==> src/rtl/kvac_pkg.sv <==
// shared types, widths, register indexes and helpers for the knn vote accuracy counter
// no dependencies
package kvac_pkg;

	localparam int LBL_W  = 8;
	localparam int REG_W  = 7;
	localparam int VOTE_W = 6;
	localparam int STAT_W = 32;
	localparam int CMP_W  = 10;
	localparam int IDX_W  = 2;

	localparam logic [IDX_W-1:0] CFG_K_NEIGHBORS = 2'd0;
	localparam logic [IDX_W-1:0] CFG_VOTE_COUNT  = 2'd1;
	localparam logic [IDX_W-1:0] CFG_NUM_CLASSES = 2'd2;

	localparam logic [REG_W-1:0] K_NEIGHBORS_RST = 7'd1;
	localparam logic [REG_W-1:0] VOTE_COUNT_RST  = 7'd1;
	localparam logic [REG_W-1:0] NUM_CLASSES_RST = 7'd64;

	// per-request control into the vote unit
	typedef struct packed {
		logic vote;
		logic bad;
		logic last;
	} vote_ctl_t;

	// per-query control into the statistics unit
	typedef struct packed {
		logic tok;
		logic correct;
	} stat_upd_t;

	function automatic logic [STAT_W-1:0] sat_inc(input logic [STAT_W-1:0] v);
		sat_inc = (v == {STAT_W{1'b1}}) ? v : v + STAT_W'(1);
	endfunction

endpackage

==> src/rtl/kvac_vote.sv <==
// vote counting: count/first-position memory, per-query seen bits and the running leader
// depends on kvac_pkg
module kvac_vote #(
	parameter int MAX_CLASSES   = 64,
	parameter int MAX_NEIGHBORS = 64
) (
	input  logic                                     clk,
	input  logic                                     arst_n,
	input  logic                                     rd_en,
	input  logic [$clog2(MAX_CLASSES)-1:0]           rd_addr,
	input  logic                                     step,
	input  logic [$clog2(MAX_CLASSES)-1:0]           lbl,
	input  logic [((MAX_NEIGHBORS > 1) ? $clog2(MAX_NEIGHBORS) : 1)-1:0] pos,
	input  kvac_pkg::vote_ctl_t                      ctl,
	output logic [$clog2(MAX_CLASSES)-1:0]           lead_label,
	output logic                                     lead_valid,
	output logic                                     any_err
);

	localparam int CW = $clog2(MAX_CLASSES);
	localparam int PW = (MAX_NEIGHBORS > 1) ? $clog2(MAX_NEIGHBORS) : 1;
	localparam int NW = $clog2(MAX_NEIGHBORS + 1);
	localparam int EW = NW + PW;

	logic [EW-1:0] mem [MAX_CLASSES];
	logic [EW-1:0] rd_q;
	logic          fwd_we_q;
	logic [CW-1:0] fwd_addr_q;
	logic [EW-1:0] fwd_data_q;

	logic [MAX_CLASSES-1:0] seen_q;
	logic [CW-1:0] lead_lbl_q;
	logic [NW-1:0] lead_cnt_q;
	logic [PW-1:0] lead_first_q;
	logic          err_q;

	logic [EW-1:0] cur;
	logic          seen;
	logic [NW-1:0] base_cnt;
	logic [PW-1:0] base_first;
	logic [NW-1:0] cnt_n;
	logic [EW-1:0] wr_data;
	logic          take;
	logic [CW-1:0] nxt_lbl;
	logic [NW-1:0] nxt_cnt;
	logic [PW-1:0] nxt_first;

	always_comb begin
		// last write may not be visible in the registered read yet
		cur = (fwd_we_q && (fwd_addr_q == lbl)) ? fwd_data_q : rd_q;
		seen = seen_q[lbl];
		base_cnt = seen ? cur[EW-1:PW] : '0;
		base_first = seen ? cur[PW-1:0] : pos;
		cnt_n = base_cnt + NW'(1);
		wr_data = {cnt_n, base_first};
		take = (cnt_n > lead_cnt_q) ||
			((cnt_n == lead_cnt_q) && (lbl != lead_lbl_q) && (base_first < lead_first_q));
		nxt_lbl = lead_lbl_q;
		nxt_cnt = lead_cnt_q;
		nxt_first = lead_first_q;
		if (ctl.vote && take) begin
			nxt_lbl = lbl;
			nxt_first = base_first;
			if (cnt_n > lead_cnt_q) begin
				nxt_cnt = cnt_n;
			end
		end
		lead_label = nxt_lbl;
		lead_valid = (nxt_cnt != '0);
		any_err = err_q || ctl.bad;
	end

	always_ff @(posedge clk) begin
		if (step && ctl.vote) begin
			mem[lbl] <= wr_data;
		end
		if (rd_en) begin
			rd_q <= mem[rd_addr];
		end
	end

	always_ff @(posedge clk or negedge arst_n) begin
		if (!arst_n) begin
			fwd_we_q <= 1'b0;
			fwd_addr_q <= '0;
			fwd_data_q <= '0;
		end else if (rd_en) begin
			fwd_we_q <= step && ctl.vote;
			fwd_addr_q <= lbl;
			fwd_data_q <= wr_data;
		end
	end

	always_ff @(posedge clk or negedge arst_n) begin
		if (!arst_n) begin
			seen_q <= '0;
			lead_lbl_q <= '0;
			lead_cnt_q <= '0;
			lead_first_q <= '0;
			err_q <= 1'b0;
		end else if (step) begin
			if (ctl.last) begin
				seen_q <= '0;
				lead_lbl_q <= '0;
				lead_cnt_q <= '0;
				lead_first_q <= '0;
				err_q <= 1'b0;
			end else begin
				if (ctl.vote) begin
					seen_q[lbl] <= 1'b1;
				end
				lead_lbl_q <= nxt_lbl;
				lead_cnt_q <= nxt_cnt;
				lead_first_q <= nxt_first;
				if (ctl.bad) begin
					err_q <= 1'b1;
				end
			end
		end
	end

endmodule

==> src/rtl/kvac_stats.sv <==
// accuracy bookkeeping: per-class total/correct memory with valid bits and the running total
// depends on kvac_pkg
module kvac_stats #(
	parameter int MAX_CLASSES = 64
) (
	input  logic                               clk,
	input  logic                               arst_n,
	input  logic                               rd_en,
	input  logic [$clog2(MAX_CLASSES)-1:0]     rd_addr,
	input  logic                               step,
	input  logic [$clog2(MAX_CLASSES)-1:0]     idx,
	input  kvac_pkg::stat_upd_t                upd,
	output logic [kvac_pkg::STAT_W-1:0]        total_correct,
	output logic [kvac_pkg::STAT_W-1:0]        class_total,
	output logic [kvac_pkg::STAT_W-1:0]        class_hits
);

	localparam int CW = $clog2(MAX_CLASSES);
	localparam int SW = kvac_pkg::STAT_W;

	logic [2*SW-1:0] mem [MAX_CLASSES];
	logic [2*SW-1:0] rd_q;
	logic            fwd_we_q;
	logic [CW-1:0]   fwd_addr_q;
	logic [2*SW-1:0] fwd_data_q;
	logic [MAX_CLASSES-1:0] vld_q;
	logic [SW-1:0]   total_q;

	logic [2*SW-1:0] cur;
	logic [SW-1:0]   tot_n;
	logic [SW-1:0]   cor_n;
	logic            wr_en;

	always_comb begin
		if (!vld_q[idx]) begin
			cur = '0;
		end else if (fwd_we_q && (fwd_addr_q == idx)) begin
			cur = fwd_data_q;
		end else begin
			cur = rd_q;
		end
		tot_n = kvac_pkg::sat_inc(cur[2*SW-1:SW]);
		cor_n = upd.correct ? kvac_pkg::sat_inc(cur[SW-1:0]) : cur[SW-1:0];
		wr_en = step && upd.tok;
		total_correct = upd.correct ? kvac_pkg::sat_inc(total_q) : total_q;
		class_total = upd.tok ? tot_n : '0;
		class_hits = upd.tok ? cor_n : '0;
	end

	always_ff @(posedge clk) begin
		if (wr_en) begin
			mem[idx] <= {tot_n, cor_n};
		end
		if (rd_en) begin
			rd_q <= mem[rd_addr];
		end
	end

	always_ff @(posedge clk or negedge arst_n) begin
		if (!arst_n) begin
			fwd_we_q <= 1'b0;
			fwd_addr_q <= '0;
			fwd_data_q <= '0;
			vld_q <= '0;
			total_q <= '0;
		end else begin
			if (rd_en) begin
				fwd_we_q <= wr_en;
				fwd_addr_q <= idx;
				fwd_data_q <= {tot_n, cor_n};
			end
			if (wr_en) begin
				vld_q[idx] <= 1'b1;
			end
			if (step && upd.correct) begin
				total_q <= kvac_pkg::sat_inc(total_q);
			end
		end
	end

endmodule

==> src/rtl/knn_vote_accuracy_counter.sv <==
// top level of the knn majority vote classifier with accuracy counters
// depends on kvac_pkg, kvac_vote and kvac_stats
//
// Neighbor labels of a query come in on the input channel (in_valid/in_ready), nearest
// first, one per request; true_label is used from the last neighbor of the query.
// After k_neighbors requests one result leaves on the output channel (out_valid/out_ready)
// with the vote, the correct flag and the running and per-class counts.
// Registers are written through cfg_wr_en/cfg_addr/cfg_wdata; the user must write them only
// while no query result is pending, which the block itself does not enforce; unknown indexes are ignored.
// Throughput: one neighbor per cycle while in_ready is high. Each label does a
// read-modify-write of the vote count memory (registered read, write-back from stage 1)
// with a one-entry forward of the last write; the last neighbor does the same on the
// per-class statistics memory. Its result passes stage 1, stage 2 and the output register.
// Reset loads the register defaults, clears the per-class valid bits and all query state;
// no clearing pass is needed, the block takes requests right after reset.
// When out_ready is low a finished result waits in the output register; later neighbors
// keep flowing until the next query's last neighbor reaches the final stage, then in_ready
// drops.
module knn_vote_accuracy_counter #(
	parameter int MAX_CLASSES   = 64,
	parameter int MAX_NEIGHBORS = 64
) (
	input  logic                            clk,
	input  logic                            arst_n,
	input  logic                            cfg_wr_en,
	input  logic [kvac_pkg::IDX_W-1:0]      cfg_addr,
	input  logic [kvac_pkg::REG_W-1:0]      cfg_wdata,
	input  logic                            in_valid,
	output logic                            in_ready,
	input  logic [kvac_pkg::LBL_W-1:0]      neighbor_label,
	input  logic [kvac_pkg::LBL_W-1:0]      true_label,
	output logic                            out_valid,
	input  logic                            out_ready,
	output logic [kvac_pkg::VOTE_W-1:0]     voted_label,
	output logic                            is_correct,
	output logic                            label_error,
	output logic [kvac_pkg::STAT_W-1:0]     total_correct,
	output logic [kvac_pkg::STAT_W-1:0]     class_total,
	output logic [kvac_pkg::STAT_W-1:0]     class_hits
);

	localparam int CW = $clog2(MAX_CLASSES);
	localparam int PW = (MAX_NEIGHBORS > 1) ? $clog2(MAX_NEIGHBORS) : 1;
	localparam int XW = kvac_pkg::CMP_W;
	localparam logic [XW-1:0] MAXN = XW'(MAX_NEIGHBORS);
	localparam logic [XW-1:0] MAXC = XW'(MAX_CLASSES);

	logic [kvac_pkg::REG_W-1:0] k_q;
	logic [kvac_pkg::REG_W-1:0] votes_q;
	logic [kvac_pkg::REG_W-1:0] ncls_q;
	logic [PW-1:0] pos_q;

	logic [XW-1:0] k_raw, k_eff, v_raw, v_eff, n_raw, limit, pos_ext;
	logic vote_s0, last_s0, lbl_ok_s0, tok_s0;
	logic accept;

	logic v1_q, v2_q;
	logic [CW-1:0] lbl_s1, truth_s1, truth_s2, lead_s2;
	logic [PW-1:0] pos_s1;
	logic vote_s1, bad_s1, last_s1, tok_s1;
	logic last_s2, tok_s2, has_vote_s2, err_s2;
	logic out_free, adv1, adv2, step1, step2, correct_s2;

	logic [CW-1:0] lead_label;
	logic lead_valid, any_err;
	logic [kvac_pkg::STAT_W-1:0] tc_n, ct_n, cc_n;
	kvac_pkg::vote_ctl_t vctl;
	kvac_pkg::stat_upd_t supd;

	logic out_valid_q;
	logic [kvac_pkg::VOTE_W-1:0] voted_q;
	logic correct_q, err_q;
	logic [kvac_pkg::STAT_W-1:0] total_q, ctot_q, ccor_q;

	// register limits, clamped as the vote rules require
	always_comb begin
		k_raw = XW'(k_q);
		v_raw = XW'(votes_q);
		n_raw = XW'(ncls_q);
		k_eff = (k_raw == '0) ? XW'(1) : ((k_raw > MAXN) ? MAXN : k_raw);
		v_eff = (v_raw == '0) ? XW'(1) : ((v_raw > k_eff) ? k_eff : v_raw);
		limit = (n_raw < MAXC) ? n_raw : MAXC;
		pos_ext = XW'(pos_q);
		vote_s0 = pos_ext < v_eff;
		last_s0 = (pos_ext + XW'(1)) >= k_eff;
		lbl_ok_s0 = XW'(neighbor_label) < limit;
		tok_s0 = XW'(true_label) < limit;
	end

	always_comb begin
		out_free = !out_valid_q || out_ready;
		adv2 = !v2_q || !last_s2 || out_free;
		adv1 = !v1_q || adv2;
		in_ready = adv1;
		accept = in_valid && in_ready;
		step1 = v1_q && adv1;
		step2 = v2_q && last_s2 && adv2;
		correct_s2 = tok_s2 && has_vote_s2 && (lead_s2 == truth_s2);
		vctl = '{vote: vote_s1, bad: bad_s1, last: last_s1};
		supd = '{tok: tok_s2, correct: correct_s2};
	end

	always_ff @(posedge clk or negedge arst_n) begin
		if (!arst_n) begin
			k_q <= kvac_pkg::K_NEIGHBORS_RST;
			votes_q <= kvac_pkg::VOTE_COUNT_RST;
			ncls_q <= kvac_pkg::NUM_CLASSES_RST;
		end else if (cfg_wr_en) begin
			unique case (cfg_addr)
				kvac_pkg::CFG_K_NEIGHBORS: k_q <= cfg_wdata;
				kvac_pkg::CFG_VOTE_COUNT:  votes_q <= cfg_wdata;
				kvac_pkg::CFG_NUM_CLASSES: ncls_q <= cfg_wdata;
				default: ;
			endcase
		end
	end

	always_ff @(posedge clk or negedge arst_n) begin
		if (!arst_n) begin
			pos_q <= '0;
			v1_q <= 1'b0;
			v2_q <= 1'b0;
			last_s2 <= 1'b0;
		end else begin
			if (accept) begin
				pos_q <= last_s0 ? '0 : pos_q + PW'(1);
			end
			if (adv1) begin
				v1_q <= in_valid;
			end
			if (adv2) begin
				v2_q <= v1_q;
				last_s2 <= v1_q && last_s1;
			end
		end
	end

	always_ff @(posedge clk) begin
		if (adv1) begin
			lbl_s1 <= neighbor_label[CW-1:0];
			truth_s1 <= true_label[CW-1:0];
			pos_s1 <= pos_q;
			vote_s1 <= vote_s0 && lbl_ok_s0;
			bad_s1 <= vote_s0 && !lbl_ok_s0;
			last_s1 <= last_s0;
			tok_s1 <= tok_s0;
		end
		if (adv2) begin
			lead_s2 <= lead_label;
			has_vote_s2 <= lead_valid;
			err_s2 <= any_err;
			truth_s2 <= truth_s1;
			tok_s2 <= tok_s1;
		end
	end

	kvac_vote #(
		.MAX_CLASSES  (MAX_CLASSES),
		.MAX_NEIGHBORS(MAX_NEIGHBORS)
	) u_vote (
		.clk       (clk),
		.arst_n    (arst_n),
		.rd_en     (adv1),
		.rd_addr   (neighbor_label[CW-1:0]),
		.step      (step1),
		.lbl       (lbl_s1),
		.pos       (pos_s1),
		.ctl       (vctl),
		.lead_label(lead_label),
		.lead_valid(lead_valid),
		.any_err   (any_err)
	);

	kvac_stats #(
		.MAX_CLASSES(MAX_CLASSES)
	) u_stats (
		.clk          (clk),
		.arst_n       (arst_n),
		.rd_en        (adv2),
		.rd_addr      (truth_s1),
		.step         (step2),
		.idx          (truth_s2),
		.upd          (supd),
		.total_correct(tc_n),
		.class_total  (ct_n),
		.class_hits   (cc_n)
	);

	always_ff @(posedge clk or negedge arst_n) begin
		if (!arst_n) begin
			out_valid_q <= 1'b0;
		end else if (step2) begin
			out_valid_q <= 1'b1;
		end else if (out_ready) begin
			out_valid_q <= 1'b0;
		end
	end

	always_ff @(posedge clk) begin
		if (step2) begin
			voted_q <= has_vote_s2 ? kvac_pkg::VOTE_W'(lead_s2) : '0;
			correct_q <= correct_s2;
			err_q <= err_s2 || !tok_s2;
			total_q <= tc_n;
			ctot_q <= ct_n;
			ccor_q <= cc_n;
		end
	end

	assign out_valid = out_valid_q;
	assign voted_label = voted_q;
	assign is_correct = correct_q;
	assign label_error = err_q;
	assign total_correct = total_q;
	assign class_total = ctot_q;
	assign class_hits = ccor_q;

	a_correct_counted: assert property (@(posedge clk) disable iff (!arst_n)
		out_valid && is_correct |-> (class_hits != '0) && (class_total >= class_hits))
		else $error("correct result without per-class count");

	a_class_le_total: assert property (@(posedge clk) disable iff (!arst_n)
		out_valid |-> class_hits <= total_correct)
		else $error("per-class correct count exceeds running total");

	a_pos_restart: assert property (@(posedge clk) disable iff (!arst_n)
		accept && last_s0 |=> pos_q == '0)
		else $error("neighbor position not restarted after last neighbor");

	a_result_from_last: assert property (@(posedge clk) disable iff (!arst_n)
		out_valid && !$past(out_valid) |-> $past(v2_q && last_s2))
		else $error("result raised without a finished query");

endmodule

==> config.mk <==
export PLATFORM = sky130hd
export DESIGN_NAME = knn_vote_accuracy_counter
export DESIGN_NICKNAME = d
export VERILOG_FILES = /design/src/rtl/kvac_pkg.sv /design/src/rtl/kvac_vote.sv /design/src/rtl/kvac_stats.sv /design/src/rtl/knn_vote_accuracy_counter.sv
export SDC_FILE = /design/constraint.sdc
export NUM_CORES = 2
export LEC_CHECK = 0
export BUFFER_PORTS_ARGS = -buffer_cell sky130_fd_sc_hd__buf_2
export CAP_MARGIN = 20
export CORE_AREA = 3 3 795 797
export CTS_CLUSTER_SIZE = 40
export DETAILED_ROUTE_END_ITERATION = 10
export DIE_AREA = 0 0 798 800
export GPL_TIMING_DRIVEN = 1
export HOLD_SLACK_MARGIN = 0.15
export SYNTH_ARGS = -nofsm -noshare
export SYNTH_HDL_FRONTEND = slang
export SYNTH_MEMORY_MAX_BITS = 65536
export SYNTH_SLANG_ARGS = --single-unit
==> constraint.sdc <==
create_clock -name clk -period 22.2 [get_ports clk]
set_clock_uncertainty 0.1 [all_clocks]
set_input_delay 2.22 -clock clk [delete_from_list [all_inputs] [get_ports clk]]
set_output_delay 2.22 -clock clk [all_outputs]
set_load 0.05 [all_outputs]
==> metrics.md <==
| Metric | Value |
|---|---|
| Status | `complete, no violations` |
| Nets | `10,100` |
| Final non-filler cell total | `around 19,000` |
| Gr ovfl total | `0` |
| CORE AREA | `around 630,000 sq um` |
| Clock buffer depth | `4` |
| Vias in the first global route | `between 100k and 150k` |
| Synth Flop Type | `edfxtp_1` |
| Global-route wire length before repair | `about 860,000 um` |
| CTS Buf Count | `roughly 560` |
| Pwr/cell area | `between 90 and 100 nW/um^2` |
| Chip height | `800 um` |
| Root Buffer | `clkbuf_16` |
| Max-slew violations | `0` |
| Post-CTS Resized | `0` |
| Largest net degree at the start of global routing | `148` |
| Hold-fix buffers, CTS | `0` |
| Req. time, crit path | `approximately 23 ns` |
| Avg WL per Cell | `around 33 um` |
| Post-synth ARST share | `0.0554` |
| Num ports | `approximately 140` |
| First-pass iteration count of the detailed router | `6` |
| Initial antenna violation count | `63` |
| Setup CP Type | `register to register` |
| Finished Cell Area | `about 240,000 sq um` |
| CP endpoint kind | `register` |
| H-Tree Level Count | `6` |
| Final setup violation count | `0` |
| CP max FO | `37` |
| # Post-CTS Setup Buffers | `0` |
| Max Cap Viol | `0` |
| R2R Setup Slk | `about 14 ns` |
| Total number of vias | `about 110k` |
| IO buf count | `~140` |
| Crit path time final | `roughly 7.7 ns` |
| Worst vdd ir | `0.0000912 V` |
| Clock latency on the worst-skew pair | `1.09 ns` |
| Initial core utilization | `0.339` |
| DR iter-0 viols | `~15,000` |
| Crit-path slowest cell | `nand3_1` |
| Layout area overhead | `15.1%` |
| TritonCTS clock tree | `built` |
| FF+latch count, synth | `5,448` |
| Syn nets | `9,551` |
| Setup crit start kind | `register` |
| DP Cell Count | `roughly 18,000` |
| P_leak | `slightly below 80 nW` |
| DRC | `0` |
| Sequential cell area | `~160,000 sq um` |
| HP Class | `register to register` |
| Die ar. | `638,000 sq um` |
| Post-DRT Antenna Nets | `0` |
| Clock Pin Slew Worst Setup and Hold Paths | `around 0.06 ns` |
| Final Cycle Share | `0.347` |
| Footprint of the multi-input gates | `49,600 sq um` |
| Total global-route track usage | `0.189` |
| Dpl hpwl | `between 300,000 and 400,000 um` |
| Slew HR | `0.216` |
| Unrepaired setup endpoints after global routing | `false` |
| Cells after Synth | `~9,500` |
| GP Congestion | `approximately 0.9` |
| Area after DPL | `226,000 sq um` |
| # rows | `291` |
| Critical-path cell list | `nand3_1 > o21ai_0 > a211o_1 > a31o_2 > nor2_4 > a21oi_1 > ha_1 > a21boi_1 > o2111ai_2 > a21oi_1 > nand2_1 > nor3b_1 > xor2_1 > nor2_4 > buf_16` |
| Register area share after synthesis | `0.762` |
| Clock Sinks | `about 5,400` |
| Pwr Total | `0.0226 W` |
| Slowest stage delay, CP | `around 1.0 ns` |
| Number of synthesized flops with an enable pin | `~5,100` |
| Final Hold Viols | `0` |
| CP arrival | `between 8 and 9 ns` |
| Final WL | `615,000 um` |
| Unique masters post-synth | `89` |
| Synth Warn # | `0` |
| Final setup TNS | `0 ns` |
| Crit-path leading delay family | `compound AO/OA/AOI/OAI gates` |
| Die Wd | `roughly 800 um` |
| Buf/Inv on CP | `1` |
| Worst Tran Pin Value | `~1.2 ns` |
| Post-Syn Area | `roughly 210,000 sq um` |
| Fillers | `54,700` |
| Mean post-synth cell area | `about 22 sq um` |
| FMAX | `roughly 0.13 GHz` |
| Drt via density | `approximately 5.6` |
| Layout cells sized above 1 | `0.312` |
-- final timing paths --
kind                                    from               endpoint  depth (start not counted)
max in group asynchronous             arst_n  u_stats.fwd_data_q[0]                          4
hold reg to reg            u_stats.vld_q[51]      u_stats.vld_q[51]                          1
hold / removal             u_stats.vld_q[51]      u_stats.vld_q[51]                          1
setup reg to reg                 truth_s2[0]    u_stats.mem[50][52]                         15
min in group asynchronous             arst_n    u_stats.total_q[21]                          1
setup / recovery                 truth_s2[0]    u_stats.mem[50][52]                         15
-- layout make-up --
class,count,area share
inverters,45,0.000721
flip-flops and latches,5448,0.662
repair buffers,522,0.0183
diodes,21,0.000215
well taps,8350,0.0427
clock inverters,300,0.0131
clock buffers,697,0.0603
multi-input cells,3490,0.203
-- report_power, final --
part | internal, W | switching [W]
registers | 0.0116 | 0.000144
logic | 0.000556 | 0.00101
clock network | 0.00523 | 0.00401
total | 0.0174 | 0.00516
-- flip-flops by register name, summed over array words and instances (netlist names), 7 cells and up --
name and cells:
class_hits 32, class_total 32, k_q 7, ncls_q 7, total_correct 32, u_stats.fwd_data_q 64
u_stats.mem 4096, u_stats.rd_q 64, u_stats.total_q 32, u_stats.vld_q 64, u_vote.fwd_data_q 13, u_vote.lead_cnt_q 7
u_vote.mem 832, u_vote.rd_q 13, u_vote.seen_q 64, votes_q 7
-- metrics by stage --
stage / utilization / setup WS [ns] / hold slack (ns)
after detailed placement: 0.361 / 14.42 / 0.346
after floorplan: - / 11.25 / 0.300
after global placement: 0.360 / 14.50 / 0.347
after global routing: 0.391 / 14.18 / 0.374
final: 0.391 / 14.49 / 0.361
after CTS: 0.390 / 14.35 / 0.360
-- logic make-up (layout without fill, tap and decap cells) --
family | Yosys count | after routing | synth area share
compound gates | 414 | 414 | 0.0134
other cells | 0 | 21 | 0
simple gates | 1093 | 1093 | 0.0245
fa+ha+maj | 47 | 47 | 0.00277
buf+inv | 536 | 1564 | 0.0100
flops | 5448 | 5448 | 0.762
xor+xnor | 162 | 162 | 0.00674
mux | 1774 | 1774 | 0.180
-- synth_stat cells, types with 8 or more instances --
library cell	instances	share of area
edfxtp_1	5146	0.73
mux4_2	1634	0.17
clkbuf_1	341	0.0060
nor2_1	339	0.0060
nand2_1	326	0.0058
dfrtp_1	299	0.035
buf_1	115	0.0020
xnor2_1	87	0.0036
nand3_1	83	0.0020
o21ai_0	82	0.0019
a21oi_1	78	0.0018
xor2_1	73	0.0030
mux2i_1	71	0.0033
o21a_1	71	0.0025
mux2_2	68	0.0036
or2_2	68	0.0020
ha_1	47	0.0028
nand4_1	45	0.0013
and2_1	43	0.0013
inv_1	43	0.00076
nor3_1	33	0.00078
nand2b_1	25	0.00074
o31ai_1	24	0.00085
a22o_1	23	0.00095
and3_1	23	0.00068
buf_2	20	0.00047
nor2b_1	19	0.00056
nor4_1	19	0.00056
a21o_1	15	0.00053
a31oi_1	13	0.00038
o211ai_1	13	0.00046
nand3b_1	11	0.00039
buf_6	10	0.00053
or3_1	10	0.00029
a211oi_1	9	0.00032
a221oi_1	9	0.00037
a221o_1	8	0.00038
o22ai_1	8	0.00024
or4_1	8	0.00028
-- placed cells by master (no fill, tap or decap), types with 31 or more instances in the layout --
cell type,instances
buf_12,42
xnor2_1,80
nand2_1,323
or2_2,68
ha_1,46
nor2_1,181
a21oi_1,72
o21a_1,71
nand4_1,45
dfrtp_1,299
mux2i_1,71
edfxtp_1,5146
and2_1,42
bufinv_16,40
clkinv_1,117
o21ai_0,82
mux2_2,68
xor2_1,67
nand3_1,83
buf_2,132
nor3_1,31
buf_4,316
nor2_2,54
mux4_2,1634
inv_1,40
clkinv_2,74
clkbuf_16,564
nor2_4,104
clkbuf_1,118
-- layer usage --
layer,share of wire,vias to the layer above,GRT usage
met5,0.00024,-,0
met1,0.39,58000,0.256
met4,0.034,24,0.0582
met3,0.094,1102,0.0414
met2,0.48,5918,0.306
li1,-,41100,-
Note: power is estimated with default switching activity, not from simulation.
